## src/sv/i2cm_pkg.sv

```systemverilog
package i2cm_pkg;

    localparam int BITS_PER_BYTE = 8;
    localparam int TICK_W        = 16;
    localparam int BIT_CNT_W     = 4;
    localparam logic [TICK_W-1:0] PHASE_TICKS_RESET = 16'd7;

    typedef enum logic [2:0] {
        MODE_NONE      = 3'd0,
        MODE_START     = 3'd1,
        MODE_STOP      = 3'd2,
        MODE_WRITE     = 3'd3,
        MODE_READ_ACK  = 3'd4,
        MODE_READ_NACK = 3'd5
    } mode_t;

    typedef enum logic [1:0] {
        ST_OK        = 2'd0,
        ST_BUS_BUSY  = 2'd1,
        ST_NO_START  = 2'd2,
        ST_NACK      = 2'd3
    } status_t;

    typedef enum logic [4:0] {
        PH_IDLE        = 5'd0,
        PH_ST_HIGH     = 5'd1,
        PH_ST_LOW      = 5'd2,
        PH_ST_CLK      = 5'd3,
        PH_SP_0        = 5'd4,
        PH_SP_1        = 5'd5,
        PH_SP_2        = 5'd6,
        PH_SP_3        = 5'd7,
        PH_WB_CLK_LOW  = 5'd8,
        PH_WB_DATA     = 5'd9,
        PH_WB_CLK_HIGH = 5'd10,
        PH_WA_CLK_LOW  = 5'd11,
        PH_WA_REL      = 5'd12,
        PH_WA_CLK_HIGH = 5'd13,
        PH_WA_END      = 5'd14,
        PH_RB_CLK_LOW  = 5'd15,
        PH_RB_CLK_HIGH = 5'd16,
        PH_RA_CLK_LOW  = 5'd17,
        PH_RA_DATA     = 5'd18,
        PH_RA_CLK_HIGH = 5'd19,
        PH_RA_END      = 5'd20
    } phase_t;

    // result word, scl_out in the lowest bit
    typedef struct packed {
        status_t    status;
        logic [7:0] rx_byte;
        logic       done_res;
        logic       busy_res;
        logic       sda_out;
        logic       scl_out;
    } res_t;

    localparam int RES_W = $bits(res_t);

endpackage

```

## src/sv/i2cm_core.sv

```systemverilog
module i2cm_core (
    input  logic                        clk,
    input  logic                        rst_n,
    input  logic                        cfg_we,
    input  logic [i2cm_pkg::TICK_W-1:0] cfg_wdata,
    input  logic                        accept,
    input  logic [2:0]                  mode,
    input  logic [7:0]                  data_byte,
    input  logic                        sda_in,
    output i2cm_pkg::res_t              result
);
    import i2cm_pkg::*;

    logic [TICK_W-1:0]    phase_ticks_reg;
    phase_t               phase_reg, phase_next;
    logic [TICK_W-1:0]    tick_reg, tick_next;
    logic [BIT_CNT_W-1:0] bit_reg, bit_next;
    logic [7:0]           shift_reg, shift_next;
    mode_t                cmd_reg, cmd_next;
    status_t              status_reg, status_next;
    logic [7:0]           rx_reg, rx_next;
    logic                 scl_reg, scl_next;
    logic                 sda_reg, sda_next;

    logic [TICK_W-1:0]    limit;
    logic [TICK_W-1:0]    tick_inc;
    logic [BIT_CNT_W-1:0] bit_inc;
    logic                 phase_end;
    logic                 start_cmd;
    logic                 enter;
    phase_t               enter_ph;
    logic                 fin;
    status_t              fin_status;
    logic                 ack_sample;
    logic                 rd_sample;
    logic [7:0]           shift_base;

    assign limit     = (phase_ticks_reg == '0) ? TICK_W'(1) : phase_ticks_reg;
    assign tick_inc  = tick_reg + TICK_W'(1);
    assign bit_inc   = bit_reg + BIT_CNT_W'(1);
    assign phase_end = (phase_reg != PH_IDLE) && (tick_inc >= limit);

    // phase sequencing
    always_comb
    begin
        start_cmd  = 1'b0;
        enter      = 1'b0;
        enter_ph   = PH_IDLE;
        fin        = 1'b0;
        fin_status = ST_OK;
        ack_sample = 1'b0;
        rd_sample  = 1'b0;
        if (phase_reg == PH_IDLE)
        begin
            case (mode_t'(mode))
                MODE_START:     begin start_cmd = 1'b1; enter = 1'b1; enter_ph = PH_ST_HIGH;    end
                MODE_STOP:      begin start_cmd = 1'b1; enter = 1'b1; enter_ph = PH_SP_0;       end
                MODE_WRITE:     begin start_cmd = 1'b1; enter = 1'b1; enter_ph = PH_WB_CLK_LOW; end
                MODE_READ_ACK,
                MODE_READ_NACK: begin start_cmd = 1'b1; enter = 1'b1; enter_ph = PH_RB_CLK_LOW; end
                default:        start_cmd = 1'b0;
            endcase
        end
        else if (phase_end)
        begin
            case (phase_reg)
                PH_ST_HIGH:
                    if (!sda_in) begin fin = 1'b1; fin_status = ST_BUS_BUSY; end
                    else         begin enter = 1'b1; enter_ph = PH_ST_LOW; end
                PH_ST_LOW:
                    if (sda_in)  begin fin = 1'b1; fin_status = ST_NO_START; end
                    else         begin enter = 1'b1; enter_ph = PH_ST_CLK; end
                PH_SP_0:        begin enter = 1'b1; enter_ph = PH_SP_1;        end
                PH_SP_1:        begin enter = 1'b1; enter_ph = PH_SP_2;        end
                PH_SP_2:        begin enter = 1'b1; enter_ph = PH_SP_3;        end
                PH_WB_CLK_LOW:  begin enter = 1'b1; enter_ph = PH_WB_DATA;     end
                PH_WB_DATA:     begin enter = 1'b1; enter_ph = PH_WB_CLK_HIGH; end
                PH_WB_CLK_HIGH:
                begin
                    enter    = 1'b1;
                    enter_ph = (bit_inc >= BIT_CNT_W'(BITS_PER_BYTE)) ? PH_WA_CLK_LOW
                                                                      : PH_WB_CLK_LOW;
                end
                PH_WA_CLK_LOW:  begin enter = 1'b1; enter_ph = PH_WA_REL;      end
                PH_WA_REL:      begin enter = 1'b1; enter_ph = PH_WA_CLK_HIGH; end
                PH_WA_CLK_HIGH: begin ack_sample = 1'b1; enter = 1'b1; enter_ph = PH_WA_END; end
                PH_WA_END:      begin fin = 1'b1; fin_status = status_reg; end
                PH_RB_CLK_LOW:  begin enter = 1'b1; enter_ph = PH_RB_CLK_HIGH; end
                PH_RB_CLK_HIGH:
                begin
                    rd_sample = 1'b1;
                    enter     = 1'b1;
                    enter_ph  = (bit_inc >= BIT_CNT_W'(BITS_PER_BYTE)) ? PH_RA_CLK_LOW
                                                                       : PH_RB_CLK_LOW;
                end
                PH_RA_CLK_LOW:  begin enter = 1'b1; enter_ph = PH_RA_DATA;     end
                PH_RA_DATA:     begin enter = 1'b1; enter_ph = PH_RA_CLK_HIGH; end
                PH_RA_CLK_HIGH: begin enter = 1'b1; enter_ph = PH_RA_END;      end
                default:        begin fin = 1'b1; fin_status = ST_OK; end
            endcase
        end

        phase_next = phase_reg;
        tick_next  = tick_reg;
        if (enter)
        begin
            phase_next = enter_ph;
            tick_next  = '0;
        end
        else if (fin)
        begin
            phase_next = PH_IDLE;
            tick_next  = '0;
        end
        else if (phase_reg != PH_IDLE)
        begin
            tick_next = tick_inc;
        end
    end

    // line drives and data path
    always_comb
    begin
        cmd_next    = cmd_reg;
        status_next = status_reg;
        bit_next    = bit_reg;
        rx_next     = rx_reg;
        scl_next    = scl_reg;
        sda_next    = sda_reg;
        shift_base  = shift_reg;

        if (start_cmd)
        begin
            cmd_next    = mode_t'(mode);
            status_next = ST_OK;
            bit_next    = '0;
            shift_base  = (mode_t'(mode) == MODE_WRITE) ? data_byte : 8'h00;
        end
        if (phase_end && (phase_reg == PH_WB_CLK_HIGH || phase_reg == PH_RB_CLK_HIGH))
            bit_next = bit_inc;
        if (rd_sample)
        begin
            shift_base = {shift_reg[6:0], sda_in};
            if (bit_inc >= BIT_CNT_W'(BITS_PER_BYTE))
                rx_next = shift_base;
        end
        if (ack_sample)
            status_next = sda_in ? ST_NACK : ST_OK;
        if (fin)
            status_next = fin_status;

        shift_next = shift_base;
        if (enter)
        begin
            case (enter_ph)
                PH_ST_HIGH:     begin sda_next = 1'b1; scl_next = 1'b1; end
                PH_ST_LOW:      sda_next = 1'b0;
                PH_ST_CLK:      scl_next = 1'b0;
                PH_SP_0:        scl_next = 1'b0;
                PH_SP_1:        sda_next = 1'b0;
                PH_SP_2:        scl_next = 1'b1;
                PH_SP_3:        sda_next = 1'b1;
                PH_WB_CLK_LOW:  scl_next = 1'b0;
                PH_WB_DATA:
                begin
                    sda_next   = shift_base[7];
                    shift_next = {shift_base[6:0], 1'b0};
                end
                PH_WB_CLK_HIGH: scl_next = 1'b1;
                PH_WA_CLK_LOW:  scl_next = 1'b0;
                PH_WA_REL:      sda_next = 1'b1;
                PH_WA_CLK_HIGH: scl_next = 1'b1;
                PH_WA_END:      scl_next = 1'b0;
                PH_RB_CLK_LOW:  begin sda_next = 1'b1; scl_next = 1'b0; end
                PH_RB_CLK_HIGH: scl_next = 1'b1;
                PH_RA_CLK_LOW:  scl_next = 1'b0;
                PH_RA_DATA:     sda_next = (cmd_reg == MODE_READ_ACK) ? 1'b0 : 1'b1;
                PH_RA_CLK_HIGH: scl_next = 1'b1;
                PH_RA_END:      scl_next = 1'b0;
                default:        scl_next = scl_reg;
            endcase
        end
    end

    always_comb
    begin
        result.scl_out  = scl_next;
        result.sda_out  = sda_next;
        result.busy_res = (phase_next != PH_IDLE);
        result.done_res = fin;
        result.rx_byte  = rx_next;
        result.status   = status_next;
    end

    always_ff @(posedge clk or negedge rst_n)
    begin
        if (!rst_n)
            phase_ticks_reg <= PHASE_TICKS_RESET;
        else if (cfg_we)
            phase_ticks_reg <= cfg_wdata;
    end

    always_ff @(posedge clk or negedge rst_n)
    begin
        if (!rst_n)
        begin
            phase_reg  <= PH_IDLE;
            tick_reg   <= '0;
            bit_reg    <= '0;
            shift_reg  <= '0;
            cmd_reg    <= MODE_NONE;
            status_reg <= ST_OK;
            rx_reg     <= '0;
            scl_reg    <= 1'b1;
            sda_reg    <= 1'b1;
        end
        else if (accept)
        begin
            phase_reg  <= phase_next;
            tick_reg   <= tick_next;
            bit_reg    <= bit_next;
            shift_reg  <= shift_next;
            cmd_reg    <= cmd_next;
            status_reg <= status_next;
            rx_reg     <= rx_next;
            scl_reg    <= scl_next;
            sda_reg    <= sda_next;
        end
    end

endmodule

```

## src/sv/i2cm_out_buf.sv

```systemverilog
module i2cm_out_buf (
    input  logic           clk,
    input  logic           rst_n,
    input  logic           push,
    input  i2cm_pkg::res_t push_data,
    output logic           push_ready,
    output logic           out_valid,
    input  logic           out_ready,
    output i2cm_pkg::res_t out_data
);
    import i2cm_pkg::*;

    res_t main_reg;
    res_t skid_reg;
    logic main_valid_reg;
    logic skid_valid_reg;
    logic pop;

    assign pop        = main_valid_reg && out_ready;
    assign push_ready = !skid_valid_reg;
    assign out_valid  = main_valid_reg;
    assign out_data   = main_reg;

    always_ff @(posedge clk or negedge rst_n)
    begin
        if (!rst_n)
        begin
            main_valid_reg <= 1'b0;
            skid_valid_reg <= 1'b0;
        end
        else if (skid_valid_reg)
        begin
            // drain the skid word into the output stage
            if (pop)
                skid_valid_reg <= 1'b0;
        end
        else if (push)
        begin
            if (!main_valid_reg || pop)
                main_valid_reg <= 1'b1;
            else
                skid_valid_reg <= 1'b1;
        end
        else if (pop)
        begin
            main_valid_reg <= 1'b0;
        end
    end

    always_ff @(posedge clk)
    begin
        if (skid_valid_reg)
        begin
            if (pop)
                main_reg <= skid_reg;
        end
        else if (push)
        begin
            if (!main_valid_reg || pop)
                main_reg <= push_data;
            else
                skid_reg <= push_data;
        end
    end

endmodule

```

## src/sv/i2c_master_byte_engine.sv

```systemverilog
// A result word is formed combinationally from its accepted input word and registered in the output stage.
// Throughput: one input word per cycle while s_tready is high; each word is one timebase tick of the phase logic.
// A two-entry output stage holds results so input keeps flowing during a short stall.
// Reset (rst_n low, asynchronous): phase idle, both lines released, phase_ticks back to 7,
// status, received byte and output stage cleared.
module i2c_master_byte_engine (
    input  logic                        clk,
    input  logic                        rst_n,
    input  logic                        cfg_we,
    input  logic [i2cm_pkg::TICK_W-1:0] cfg_wdata,   // phase_ticks
    input  logic                        s_tvalid,
    output logic                        s_tready,
    input  logic [15:0]                 s_tdata,     // mode[2:0], data_byte[10:3], sda_in[11]
    output logic                        m_tvalid,
    input  logic                        m_tready,
    output logic [15:0]                 m_tdata      // scl_out, sda_out, busy_res, done_res,
                                                     // rx_byte[11:4], status[13:12]
);
    import i2cm_pkg::*;

    logic accept;
    res_t core_res;
    res_t out_res;

    assign accept = s_tvalid && s_tready;

    i2cm_core u_core (
        .clk       (clk),
        .rst_n     (rst_n),
        .cfg_we    (cfg_we),
        .cfg_wdata (cfg_wdata),
        .accept    (accept),
        .mode      (s_tdata[2:0]),
        .data_byte (s_tdata[10:3]),
        .sda_in    (s_tdata[11]),
        .result    (core_res)
    );

    i2cm_out_buf u_out (
        .clk        (clk),
        .rst_n      (rst_n),
        .push       (accept),
        .push_data  (core_res),
        .push_ready (s_tready),
        .out_valid  (m_tvalid),
        .out_ready  (m_tready),
        .out_data   (out_res)
    );

    assign m_tdata = {(16 - RES_W)'(0), out_res};

endmodule

```

## config.mk

```make
export PLATFORM = sky130hd
export DESIGN_NAME = i2c_master_byte_engine
export DESIGN_NICKNAME = d
export VERILOG_FILES = /design/src/sv/i2cm_pkg.sv /design/src/sv/i2cm_core.sv /design/src/sv/i2cm_out_buf.sv /design/src/sv/i2c_master_byte_engine.sv
export SDC_FILE = /design/constraint.sdc
export NUM_CORES = 1
export LEC_CHECK = 0
export BUFFER_PORTS_ARGS = -buffer_cell sky130_fd_sc_hd__buf_2
export CAP_MARGIN = 20
export CORE_MARGIN = 4
export CORE_UTILIZATION = 55
export DETAILED_ROUTE_END_ITERATION = 12
export PLACE_DENSITY_LB_ADDON = 0.25
export SYNTH_ARGS = -nofsm -noshare
export SYNTH_HDL_FRONTEND = slang
export SYNTH_SLANG_ARGS = --single-unit
```

## constraint.sdc

```tcl
create_clock -name clk -period 5.9 [get_ports clk]
set_input_delay 0.59 -clock clk [delete_from_list [all_inputs] [get_ports clk]]
set_output_delay 0.59 -clock clk [all_outputs]
set_load 0.02 [all_outputs]
```

======== Word-level counts from Yosys, hierarchy flattened ========
Index checks and enable logic that the tools add are counted.
cells by class
  order comparisons ....................... 2
  bitwise operators ....................... 2
  equality and inequality tests ........... 45
  mux-type cells .......................... 64
  add/sub/neg operators ................... 2
  reduce and logical (&&, ||, !) cells .... 30
operators with widths
  cell                   count
  $eq 5x4->1 const B     16
  $pmux 5 s16            1
  $mux 16                4
  $mux 14                4
  $mux 8                 7
  $eq 5x5->1 const B     9
  $eq 5x3->1 const B     7
  $mux 1                 25
  $mux 5                 5
  $mux 2                 10
  $add 16x1->16 const B  1
  $ge 16x16->1           1
  $logic_not 16->1       1
  $pmux 4 s4             1
  $eq 5x2->1 const B     3
  $reduce_or 14->1       1
  $eq 5x1->1 const B     2
  $reduce_bool 5->1      2
  $eq 3x3->1 const B     3
  $reduce_and 3->1       3
  $mux 4                 2
  $reduce_bool 2->1      4
  $reduce_or 8->1        1
  $eq 3x2->1 const B     2
  20 further kinds       30
word-level totals
  logic and storage cells ................. 169
  output and inout port bits .............. 18
  input port bits ......................... 37
  bits in registers ....................... 94

======== Logic depth before layout (Yosys ltp) ========
Gate-level depths: netlist of the first run.
  depth in word-level cells ............... 13
  depth in mapped cells ................... 19
  depth with buffers taken out ............ 17

======== Hierarchy ========
Synthesis of the first run repeated with hierarchy kept, for this count alone.
second synthesis, totals
  cell total of the unflattened synthesis .. 575
  area total of the unflattened synthesis .. 5,581.6 µm²
modules (own cells, without submodules)
  module                  cells an instance  sequential area each (µm²)  area an instance (µm²)  instances
  i2cm_core               516                1,607.8                     4,426.7                 1
  i2cm_out_buf            55                 890.9                       1,129.8                 1
  i2c_master_byte_engine  4                  0.0                         25.0                    1

======== Worst setup path after synthesis of the first run ========
No wires, ideal clock.
  path kind ............................... reg2reg
  from .................................... register u_core.tick_reg[2]
  to ...................................... register u_out.main_reg (netlist bit u_out.out_data[1]) (data pin)
  required time ........................... 5.640 ns
  slack ................................... 1.513 ns
  library setup time ...................... 0.260 ns
  buffers on the path ..................... 2
  arrival time ............................ 4.127 ns
  cell stages (with the launch flop) ...... 20
  cell sequence ........................... dfrtp_1 -> nand3_1 -> nor2_1 -> and3_1 -> and3_1 -> and3_1 -> nand3_1 -> xnor2_1 -> ha_1 -> nand4_1 -> nor3_2 -> o311ai_4 -> and3_4 -> buf_6 -> o22ai_2 -> buf_2 -> nand2_1 -> a211o_1 -> a211o_1 -> mux2_2
RTL lines
  element                 line                source
  from (decl)             i2cm_core.sv:16     logic [TICK_W-1:0] tick_reg, tick_next;
  from (signal assigned)  i2cm_core.sv:220    tick_reg <= tick_next;
  to (signal assigned)    i2cm_out_buf.sv:55  main_reg <= skid_reg;
  to (signal assigned)    i2cm_out_buf.sv:60  main_reg <= push_data;
  to (decl)               i2cm_out_buf.sv:13  res_t main_reg;

==> implementation parameters, run 1 <==
Parameter                              Value

Status
  Run status    finished clean

Critical path
  Slowest Stage Delay on Critical Path    0.83 ns
  Nature of the critical path endpoint    register
  Maximum net fanout on the critical path    10
  Crit path required time    6.04 ns
  Most Frequent Cell on Critical Path    sky130_fd_sc_hd__and3_1
  Crit path launch type    register
  Crit-path cells    nand3_1 > nor2_1 > and3_1 > and3_1 > and3_1 > nand3_1 > xnor2_1 > ha_1 > nand4_1 > nor3_2 > o311ai_4 > a311oi_2 > nor2_1 > a211oi_1 > nand4bb_1 > o41ai_2 > mux2_2
  Cell with the largest stage delay on the worst path    sky130_fd_sc_hd__a311oi_2
  Startpoint-to-endpoint class of the critical path    register to register
  Critical path arrival    5.22 ns

Timing
  Setup-failing EPs final    0
  Period Utilization, post-route    0.861
  Relative slew slack    0.403
  Final setup TNS    0 ns
  Final hold vios    0
  Setup repair after global routing missed its margin    no
  Max-slew violations    0
  Final critical path time including I/O delays and setup    5.08 ns
  Slew of the pin with the lowest slew margin    0.893 ns
  Fmax    0.197 GHz
  Final clock skew    0.0119 ns

Floorplan
  I/O pins    55
  Effective utilization at floorplan    0.566
  Area inside the core boundary    0.00977 sq mm
  Die outline area    0.0117 sq mm
  Horizontal extent of the die    108 um
  Chip height    108 um
  Number of placement rows    36

Clocking
  TritonCTS clock tree    done
  Clock latency on the worst-skew pair    0.38 ns
  Hold buffer count at CTS    0
  Buffer levels on the longest clock path    2
  Cell at the root of the clock tree    sky130_fd_sc_hd__clkbuf_8
  TritonCTS Buffers    9
  Post-cts gate resize count    0
  CTS H-tree depth    3
  Number of post-CTS setup repair buffers    0
  CTS sink cnt    94
  Clock-pin slew on the worst setup and hold paths    0.10 ns

Global routing
  Initial antenna violation count    0
  Number of global-route vias before repair    4,271
  Wire length of the first global-routing pass    20,500 um
  Maximum number of pins on one net before global-route repair    67
  Remaining Overflow, GRT    0
  GRT Util Overall    0.220

Hold path
  Worst Hold Class    input port to register

Placement
  Estimated wirelength of the detail-placed design    8710 um
  Final weighted congestion in routability-driven placement    0.873
  Cell area after placement    0.00585 sq mm
  Total of buffers placed on input and output ports    48

Logic synthesis
  Synthesized area divided by synthesized cell count    9.25 sq um
  Synthesis-stage register bit count    94
  Number of flops mapped to enable cells by yosys    28
  Prevailing post-synth register cell    sky130_fd_sc_hd__dfrtp_1
  Sequential fraction of the synthesis area    0.452
  Cells after Synth    598
  Total standard cell area after synthesis    0.00553 sq mm
  Share of flip-flops with an asynchronous set or reset    0.702
  Number of library cell types mapped by synthesis    72
  Number of warnings issued by yosys    0

Detailed routing
  Total via count in the routed design    4,511
  Antenna viol nets, final    0
  Number of optimization iterations in the first detailed-route pass    5
  Vias per Instance    5.84
  Per-cell routed wire length    15.8 um
  Initial DRC Count    243
  Remaining routing DRC violations    0
  Sum of routed wire length over all layers    12,200 um

Power and ir drop
  Leakage    0.00264 uW
  Peak supply drop    169 uV
  Power Density    377 mW/mm^2
  Total chip power    2280 uW

Layout
  Share of post-route cells with drive strength above 1    0.191
  Final core utilization    0.618
  Finished layout cell area    0.00604 sq mm
  Layout overhead on the synthesized area    9.25%
  Most frequent standard cell in the layout excluding fill and tap cells    sky130_fd_sc_hd__nand2_1
  Highest-count cells in the layout ignoring fill and taps    111 x sky130_fd_sc_hd__nand2_1, 61 x sky130_fd_sc_hd__dfrtp_1, 52 x sky130_fd_sc_hd__o21ai_0
  Total Nets Final    690
  Antenna diode count    0

Run
  Max-cap violations    0
[power breakdown]
part	switching [uW]	leakage [uW]	total (uW)	internal, uW
clock network	253	0.0000943	416	163
registers	136	0.00112	971	834
logic	562	0.00142	892	330
[Yosys cell counts, types with 2 or more instances]
| cell | number | area (sq um) |
|---|---|---|
| sky130_fd_sc_hd__nand4_1 | 10 | 62.6 |
| sky130_fd_sc_hd__and3_1 | 13 | 81.3 |
| sky130_fd_sc_hd__clkinv_1 | 2 | 7.51 |
| sky130_fd_sc_hd__o21ai_0 | 52 | 260 |
| sky130_fd_sc_hd__ha_1 | 18 | 225 |
| sky130_fd_sc_hd__mux2_2 | 34 | 383 |
| sky130_fd_sc_hd__edfxtp_1 | 28 | 841 |
| sky130_fd_sc_hd__xnor2_1 | 8 | 70.1 |
| sky130_fd_sc_hd__dfstp_2 | 5 | 131 |
| sky130_fd_sc_hd__and2_1 | 4 | 25.0 |
| sky130_fd_sc_hd__xor2_1 | 9 | 78.8 |
| sky130_fd_sc_hd__a21oi_1 | 35 | 175 |
| sky130_fd_sc_hd__nor2_1 | 34 | 128 |
| sky130_fd_sc_hd__o21a_1 | 2 | 15.0 |
| sky130_fd_sc_hd__nand2_1 | 111 | 417 |
| sky130_fd_sc_hd__a211o_1 | 3 | 26.3 |
| sky130_fd_sc_hd__dfrtp_1 | 61 | 1530 |
| sky130_fd_sc_hd__buf_1 | 4 | 15.0 |
| sky130_fd_sc_hd__buf_4 | 3 | 22.5 |
| sky130_fd_sc_hd__nor4_1 | 6 | 37.5 |
| sky130_fd_sc_hd__or4_1 | 2 | 15.0 |
| sky130_fd_sc_hd__or2_1 | 2 | 12.5 |
| sky130_fd_sc_hd__a21o_1 | 2 | 15.0 |
| sky130_fd_sc_hd__mux2i_1 | 3 | 30.0 |
| sky130_fd_sc_hd__nor3_1 | 9 | 45.0 |
| sky130_fd_sc_hd__buf_2 | 5 | 25.0 |
| sky130_fd_sc_hd__a22o_1 | 3 | 26.3 |
| sky130_fd_sc_hd__a41o_1 | 2 | 20.0 |
| sky130_fd_sc_hd__inv_1 | 21 | 78.8 |
| sky130_fd_sc_hd__nand2b_1 | 2 | 12.5 |
| sky130_fd_sc_hd__clkbuf_1 | 15 | 56.3 |
| sky130_fd_sc_hd__o22ai_1 | 3 | 18.8 |
| sky130_fd_sc_hd__nand3_1 | 24 | 120 |
| sky130_fd_sc_hd__a31oi_1 | 7 | 43.8 |
| sky130_fd_sc_hd__o21ai_1 | 10 | 50.1 |
| sky130_fd_sc_hd__nor2b_1 | 7 | 43.8 |
| sky130_fd_sc_hd__or3_1 | 3 | 18.8 |
| sky130_fd_sc_hd__a211oi_1 | 2 | 15.0 |
[final timing paths]
path                                                     start                                     to  cells after the start  slack [ns]
worst min-delay path                                  m_tready         u_out.skid_valid_reg$_DFF_PN0_                      2        0.38
worst min register to register    u_core.rx_reg[4]$_DFFE_PN0P_           u_core.rx_reg[4]$_DFFE_PN0P_                      2        0.48
min in group asynchronous                                rst_n  u_core.phase_ticks_reg[3]$_DFFE_PN0P_                      2        0.40
worst max-delay path            u_core.tick_reg[2]$_DFFE_PN0P_            u_out.out_data[0]$_DFFE_PP_                     17        0.82
max in group asynchronous                                rst_n        u_core.shift_reg[6]$_DFFE_PN0P_                      2        4.95
worst max register to register  u_core.tick_reg[2]$_DFFE_PN0P_            u_out.out_data[0]$_DFFE_PP_                     17        0.82
[critical path: cells and delay by family, from the launching register on]
family | cells | cell delay, ns
AOI/OAI and AO/OA | 4 | 1.40
xor gates and xnor gates | 1 | 0.16
adders and majority gates | 1 | 0.31
DFF | 1 | 0.45
muxes | 1 | 0.28
and+or+nand+nor | 10 | 2.24
[metal layers]
metal	GRT usage	vias to the layer above	wire, um
li1	-	2210	-
met4	0.0712	0	176
met1	0.319	2150	5600
met2	0.341	135	5790
met5	0	-	0
met3	0.0334	16	671
[kinds of logic (layout without fill, tap and decap cells)]
| kind of cell | count (synthesis) | in the layout | synth area share |
|---|---|---|---|
| AO/OA/AOI/OAI | 141 | 141 | 0.164 |
| buffers and inverters | 53 | 94 | 0.0407 |
| adder cells (fa/ha/maj) | 19 | 19 | 0.0425 |
| flip-flops | 94 | 94 | 0.452 |
| other | 1 | 2 | 0.000678 |
| AND/OR/NAND/NOR | 235 | 235 | 0.196 |
| multiplexers | 37 | 37 | 0.0746 |
| XOR/XNOR | 18 | 18 | 0.0299 |
[through the flow]
stage / worst slack [ns] / instances / hold slack, ns
floorplan: 1.51 / 599 / 0.294
global placement: 0.910 / 757 / 0.454
detailed placement: 0.869 / 757 / 0.458
CTS: 0.833 / 773 / 0.369
global route: 0.476 / 773 / 0.372
finish: 0.820 / 773 / 0.377
[layout make-up]
type	count	area (sq um)
multi-input combinational	452	2810
fill	842	3730
tap	133	166
clock inverter	7	65.1
sequential	94	2500
timing repair buffer	54	285
clock buffer	9	124
inverter	24	90.1
(Power assumes the default switching activity.)
==> run 2: changes to the inputs <==
Settings changed: CAP_MARGIN 20 to unset, CORE_UTILIZATION 55 to 54.
Clock period 5.9 ns to 4.3 ns, I/O delays scaled along.
==> implementation parameters, run 2 (synthesis gave the netlist of run 1 again) <==
Parameter                              Value

Status
  Run status    finished clean (unchanged)

Layout
  FF+latch area    0.00250 sq mm (unchanged)
  Total Nets Final    728 (was 690)
  Filler cell count in the final layout    787 (was 842)
  Share of post-route cells with drive strength above 1    0.261 (was 0.191)
  Most frequent standard cell in the layout excluding fill and tap cells    sky130_fd_sc_hd__nand2_1 (unchanged)
  Antenna diode count    0 (unchanged)
  Number of standard cells in the layout, taps in and fillers out    811 (was 773)
  Area of the multi-input gates    0.00295 sq mm (was 0.00281 sq mm)
  Highest-count cells in the layout ignoring fill and taps    111 x sky130_fd_sc_hd__nand2_1, 61 x sky130_fd_sc_hd__dfrtp_1, 52 x sky130_fd_sc_hd__o21ai_0 (unchanged)
  Layout overhead on the synthesized area    16.9% (was 9.25%)

Timing
  Final critical path time including I/O delays and setup    4.20 ns (was 5.08 ns)
  Relative slew slack    0.406 (was 0.403)
  Final setup TNS    0 ns (unchanged)
  Slew of the pin with the lowest slew margin    0.889 ns (was 0.893 ns)
  Max-slew violations    0 (unchanged)
  Fmax    0.238 GHz (was 0.197 GHz)
  Final clock skew    0.0127 ns (was 0.0119 ns)
  Setup-failing EPs final    0 (unchanged)
  Worst Hold Slack    0.0428 ns (was 0.377 ns)
  Final hold vios    0 (unchanged)
  Period Utilization, post-route    0.976 (was 0.861)

Clocking
  CTS sink cnt    94 (unchanged)
  Clock-pin slew on the worst setup and hold paths    0.09 ns (was 0.10 ns)
  Cell at the root of the clock tree    sky130_fd_sc_hd__clkbuf_8 (unchanged)
  TritonCTS clock tree    done (unchanged)
  Clock latency on the worst-skew pair    0.38 ns (about the same)
  TritonCTS Buffers    9 (unchanged)
  Hold buffer count at CTS    0 (unchanged)
  Buffer levels on the longest clock path    2 (unchanged)
  CTS H-tree depth    3 (unchanged)

Power and ir drop
  Combinational power share    0.411 (was 0.391)
  Share of power burned in registers    0.416 (was 0.426)
  Switching Fraction    0.410 (was 0.417)
  Int Pwr    1910 uW (was 1330 uW)
  Clk network pwr share    0.173 (was 0.183)
  Leakage    0.00286 uW (was 0.00264 uW)
  Total chip power    3230 uW (was 2280 uW)
  Power Density    500 mW/mm^2 (was 377 mW/mm^2)
  Switching component of the power    1330 uW (was 951 uW)
  Peak supply drop    278 uV (was 169 uV)

Critical path
  Category of cells accounting for the largest share of critical-path delay    simple AND/OR/NAND/NOR gates (unchanged)
  Crit path launch type    register (unchanged)
  Crit path required time    4.54 ns (was 6.04 ns)
  Most Frequent Cell on Critical Path    sky130_fd_sc_hd__and3_4 (was sky130_fd_sc_hd__and3_1)
  Startpoint-to-endpoint class of the critical path    register to register (unchanged)
  Slowest Stage Delay on Critical Path    0.52 ns (was 0.83 ns)
  Cell with the largest stage delay on the worst path    sky130_fd_sc_hd__or4_1 (was sky130_fd_sc_hd__a311oi_2)
  Nature of the critical path endpoint    register (unchanged)
  Maximum net fanout on the critical path    14 (was 10)
  Total buffers and inverters traversed by the critical path    3 (was 0)
  Crit-path cells    nand2_1 > nor2_2 > and3_4 > and3_4 > and3_4 > buf_4 > xor2_1 > ha_1 > a21oi_1 > nor2_1 > a211oi_2 > buf_4 > and3_4 > o22ai_2 > buf_6 > or4_1 > a311o_1 > o41ai_4 > mux2_4 (was nand3_1 > nor2_1 > and3_1 > and3_1 > and3_1 > nand3_1 > xnor2_1 > ha_1 > nand4_1 > nor3_2 > o311ai_4 > a311oi_2 > nor2_1 > a211oi_1 > nand4bb_1 > o41ai_2 > mux2_2)
  Critical path arrival    4.44 ns (was 5.22 ns)

Global routing
  Maximum number of pins on one net before global-route repair    42 (was 67)
  GRT Util Overall    0.233 (was 0.220)
  Wire length of the first global-routing pass    21,500 um (was 20,500 um)
  Initial antenna violation count    0 (unchanged)
  Remaining Overflow, GRT    0 (unchanged)
  Number of global-route vias before repair    4,408 (was 4,271)

Detailed routing
  Number of optimization iterations in the first detailed-route pass    5 (unchanged)
  Total via count in the routed design    4,674 (was 4,511)
  Remaining routing DRC violations    0 (unchanged)
  Sum of routed wire length over all layers    13,500 um (was 12,200 um)
  Initial DRC Count    431 (was 243)
  Antenna viol nets, final    0 (unchanged)
  Vias per Instance    5.76 (was 5.84)
  Per-cell routed wire length    16.6 um (was 15.8 um)

Floorplan
  Effective utilization at floorplan    0.561 (was 0.566)
  Die outline area    0.0119 sq mm (was 0.0117 sq mm)
  Number of placement rows    36 (unchanged)
  Chip height    109 um (was 108 um)
  Horizontal extent of the die    109 um (was 108 um)
  Area inside the core boundary    0.00986 sq mm (was 0.00977 sq mm)
  I/O pins    55 (unchanged)

Run
  Max-cap violations    0 (unchanged)

Hold path
  Worst Hold Class    input port to asynchronous set/reset pin (was input port to register)

Placement
  Number of placed cells counting well taps    784 (was 757)
  Estimated wirelength of the detail-placed design    9650 um (was 8710 um)
  Total of buffers placed on input and output ports    48 (unchanged)
  Final weighted congestion in routability-driven placement    0.900 (was 0.873)
==> run 2: metrics by stage <==
stage | utilization | setup slack [ns] | cell area [sq um]
2_1_floorplan | - | 0.0194 | 5550
3_3_place_gp | 0.615 | 0.0711 | 6070
3_5_place_dp | 0.615 | -0.00101 | 6070
4_1_cts | 0.639 | 0.00680 | 6310
5_1_grt | 0.656 | -0.0196 | 6470
6_report | 0.656 | 0.104 | 6470
==> run 2: layout make-up <==
cell class	instances	area share
Timing Repair Buffer	92	0.0888
Inverter	24	0.0139
Clock buffer	12	0.0240
Multi-Input combinational cell	452	0.456
Sequential cell	94	0.386
Tap cell	133	0.0257
Clock inverter	4	0.00464
==> run 2: power groups by stage <==
stage	sequential, uW	combinational, uW	clock, uW
2_1_floorplan	1340	888	0
5_1_grt	1370	1470	613
6_report	1350	1330	561
3_3_place_gp	1340	1240	0
4_1_cts	1340	1290	576
3_5_place_dp	1350	1270	0
==> run 2: routing by layer <==
layer  up-vias  GRT usage  part of all wire
li1       2282          -                 -
met1      2246      0.316              0.45
met2       129      0.371              0.48
met3        17     0.0616             0.055
met4         0     0.0632             0.014
met5         -          0                 0
==> run 2: worst reg2reg max path: cells and delay by family, from the launching register on <==
kind / cells / cell delay (ns)
flops: 1 / 0.41
buf+inv: 3 / 0.47
fa+ha+maj: 1 / 0.27
xor+xnor: 1 / 0.17
compound gates: 5 / 0.89
mux: 1 / 0.23
simple gates: 8 / 1.65
==> run 2: repair_timing <==
action | in CTS | in global routing
resized for setup | 6 | 18
pin swaps | 4 | 15
endpoints found under the setup margin | 2 | 33
buffers inserted | 3 | 8
hold endpoints to repair | 0 | 0
==> run 2: path summary, 6_finish.rpt <==
path,startpoint,end,slack (ns),cells after the start
worst min register to register,u_core.rx_reg[1]$_DFFE_PN0P_,u_core.rx_reg[1]$_DFFE_PN0P_,0.48,2
worst min-delay path,rst_n,u_core.phase_ticks_reg[15]$_DFFE_PN0P_,0.04,1
max in group asynchronous,rst_n,u_core.sda_reg$_DFFE_PN1P_,3.28,2
worst max-delay path,u_core.tick_reg[1]$_DFFE_PN0P_,u_out.out_data[0]$_DFFE_PP_,0.10,19
worst max register to register,u_core.tick_reg[1]$_DFFE_PN0P_,u_out.out_data[0]$_DFFE_PP_,0.10,19
min in group clk,m_tready,u_out.skid_valid_reg$_DFF_PN0_,0.24,2
==> run 3: changes to the inputs <==
==> constraint.sdc (replaced) <==
create_clock -name clk -period 4.3 [get_ports clk]
set_input_delay 0 -clock clk [delete_from_list [all_inputs] [get_ports clk]]
set_output_delay 0 -clock clk [all_outputs]
set_load 0.02 [all_outputs]
==> implementation parameters, run 3 (synthesis gave the netlist of run 1 again) <==
Parameter                              Value

Timing
  Final clock skew    0.0176 ns (was 0.0127 ns)
  Fmax    0.236 GHz (was 0.238 GHz)
  Setup-failing EPs final    0 (unchanged)
  Slew of the pin with the lowest slew margin    0.890 ns (was 0.889 ns)
  Max-slew violations    0 (unchanged)
  Setup repair after global routing missed its margin    yes
  Period Utilization, post-route    0.987 (was 0.976)
  Relative slew slack    0.405 (was 0.406)
  Final hold vios    0 (unchanged)
  Final critical path time including I/O delays and setup    4.25 ns (was 4.20 ns)

Critical path
  Maximum net fanout on the critical path    14 (unchanged)
  Most Frequent Cell on Critical Path    sky130_fd_sc_hd__and3_4 (unchanged)
  Crit path launch type    register (unchanged)
  Crit-path cells    ha_2 > nand3_2 > nor2_2 > and3_4 > and3_4 > nand3_2 > xnor2_2 > ha_1 > nand4_1 > buf_4 > a2bb2oi_2 > and3_4 > o22ai_2 > buf_4 > or4_1 > a311o_1 > o41ai_2 > mux2_4 (was nand2_1 > nor2_2 > and3_4 > and3_4 > and3_4 > buf_4 > xor2_1 > ha_1 > a21oi_1 > nor2_1 > a211oi_2 > buf_4 > and3_4 > o22ai_2 > buf_6 > or4_1 > a311o_1 > o41ai_4 > mux2_4)
  Startpoint-to-endpoint class of the critical path    register to register (unchanged)
  Nature of the critical path endpoint    register (unchanged)
  Critical path arrival    4.50 ns (was 4.44 ns)
  Slowest Stage Delay on Critical Path    0.53 ns (was 0.52 ns)
  Cell with the largest stage delay on the worst path    sky130_fd_sc_hd__or4_1 (unchanged)
  Crit path required time    4.55 ns (was 4.54 ns)

Layout
  Finished layout cell area    0.00664 sq mm (was 0.00647 sq mm)
  Antenna diode count    0 (unchanged)
  Number of standard cells in the layout, taps in and fillers out    832 (was 811)
  Highest-count cells in the layout ignoring fill and taps    111 x sky130_fd_sc_hd__nand2_1, 61 x sky130_fd_sc_hd__dfrtp_1, 52 x sky130_fd_sc_hd__o21ai_0 (unchanged)
  Total Nets Final    749 (was 728)
  Share of post-route cells with drive strength above 1    0.250 (was 0.261)
  Most frequent standard cell in the layout excluding fill and tap cells    sky130_fd_sc_hd__nand2_1 (unchanged)
  Layout overhead on the synthesized area    20.1% (was 16.9%)

Power and ir drop
  Peak supply drop    276 uV (was 278 uV)
  Leakage    0.00295 uW (was 0.00286 uW)
  Power Density    499 mW/mm^2 (was 500 mW/mm^2)

Global routing
  Met2 Use GR    0.371 (about the same)
  Met1 GRT Util    0.328 (was 0.316)
  GRT Util Overall    0.235 (was 0.233)
  Maximum number of pins on one net before global-route repair    67 (was 42)
  Number of global-route vias before repair    4,479 (was 4,408)
  Wire length of the first global-routing pass    21,800 um (was 21,500 um)
  Layer with the highest usage after global routing    met2 (unchanged)
  Met3 capacity usage during global routing    0.0385 (was 0.0616)
  Remaining Overflow, GRT    0 (unchanged)
  Initial antenna violation count    0 (unchanged)

Floorplan
  Horizontal extent of the die    109 um (unchanged)
  I/O pins    55 (unchanged)
  Effective utilization at floorplan    0.561 (unchanged)
  Chip height    109 um (unchanged)
  Area inside the core boundary    0.00986 sq mm (unchanged)
  Number of placement rows    36 (unchanged)
  Die outline area    0.0119 sq mm (unchanged)

Detailed routing
  Vias per Instance    5.85 (was 5.76)
  Per-cell routed wire length    16.6 um (about the same)
  Remaining routing DRC violations    0 (unchanged)
  Antenna viol nets, final    0 (unchanged)
  Number of optimization iterations in the first detailed-route pass    5 (unchanged)
  Initial DRC Count    478 (was 431)
  Sum of routed wire length over all layers    13,800 um (was 13,500 um)
  Total via count in the routed design    4,871 (was 4,674)

Hold path
  Worst Hold Class    input port to register (was input port to asynchronous set/reset pin)

Status
  Run status    finished clean (unchanged)

Clocking
  CTS sink cnt    94 (unchanged)
  Cell at the root of the clock tree    sky130_fd_sc_hd__clkbuf_8 (unchanged)
  Buffer levels on the longest clock path    2 (unchanged)
  Clock-pin slew on the worst setup and hold paths    0.11 ns (was 0.09 ns)
  Clock latency on the worst-skew pair    0.37 ns (was 0.38 ns)
  TritonCTS clock tree    done (unchanged)
  TritonCTS Buffers    9 (unchanged)
  CTS H-tree depth    3 (unchanged)

Placement
  Number of placed cells counting well taps    781 (was 784)
  Total of buffers placed on input and output ports    48 (unchanged)
  Final weighted congestion in routability-driven placement    0.930 (was 0.900)
  Cell area after placement    0.00604 sq mm (was 0.00607 sq mm)
  Estimated wirelength of the detail-placed design    9730 um (was 9650 um)

Run
  Max-cap violations    0 (unchanged)
-- run 3: cell types whose count changed in the layout (fill, tap and decap cells not counted), sizes merged --
cell | before | now
clkinv | 4 | 3
buf | 92 | 91
inv | 23 | 27
dlygate4sd3 | 0 | 22
clkbuf | 12 | 9
-- run 3: area by class of cell --
type                    instances  area (sq um)
clock inverters                 7          72.6
inverters                      24          90.1
multi-input cells             452          2910
repair buffers                113           783
flip-flops and latches         94          2500
clock buffers                   9           124
well taps                     133           166
fillers                       768          3220
-- run 3: what timing repair did --
action                                  in CTS  in global routing
resized for setup                            2                 15
buffers inserted                             6                  7
endpoints found under the setup margin       2                 34
hold buffers                                22                  0
hold endpoints to repair                    82                  0
pin swaps                                    3                  9
-- run 3: final timing paths --
check / start / to / slack (ns) / depth (start not counted)
hold reg to reg: u_core.rx_reg[3]$_DFFE_PN0P_ / u_core.rx_reg[3]$_DFFE_PN0P_ / 0.48 / 2
max in group asynchronous: rst_n / u_core.phase_reg[3]$_DFFE_PN0P_ / 3.42 / 3
setup reg to reg: u_core.tick_reg[0]$_DFFE_PN0P_ / u_out.out_data[0]$_DFFE_PP_ / 0.05 / 18
min in group asynchronous: rst_n / u_core.phase_ticks_reg[12]$_DFFE_PN0P_ / 0.34 / 3
hold / removal: cfg_we / u_core.phase_ticks_reg[2]$_DFFE_PN1P_ / 0.08 / 3
setup / recovery: u_core.tick_reg[0]$_DFFE_PN0P_ / u_out.out_data[0]$_DFFE_PP_ / 0.05 / 18
-- run 3: stage by stage --
stage	power [uW]	hold WS, ns	utilization	setup slack (ns)	TNS, ns
global placement	2590	0.184	0.613	0.112	0
global route	3530	0.0892	0.673	-0.105	-0.423
floorplan	2230	-0.296	-	0.0194	0
finish	3310	0.0758	0.673	0.0550	0
detailed placement	2640	0.202	0.613	-0.0248	-0.0248
CTS	3280	0.0438	0.661	0.00446	0
-- run 3: critical path: cells and delay by family (launching register included) --
family,cells,cell delay [ns]
simple gates,8,1.69
compound gates,4,0.77
fa+ha+maj,2,0.48
flops,1,0.41
buf+inv,2,0.35
mux,1,0.22
xor+xnor,1,0.20
-- run 3: power by group --
group          leakage, uW  total, uW  internal [uW]  switching [uW]
clock network    0.0000992        590            232             359
registers          0.00112       1340           1150             199
logic              0.00173       1380            555             826
-- run 3: routing by layer --
layer	share of wire	routed length, um
met4	0.018	250
met1	0.46	6370
met5	0	0
met2	0.47	6430
met3	0.054	742
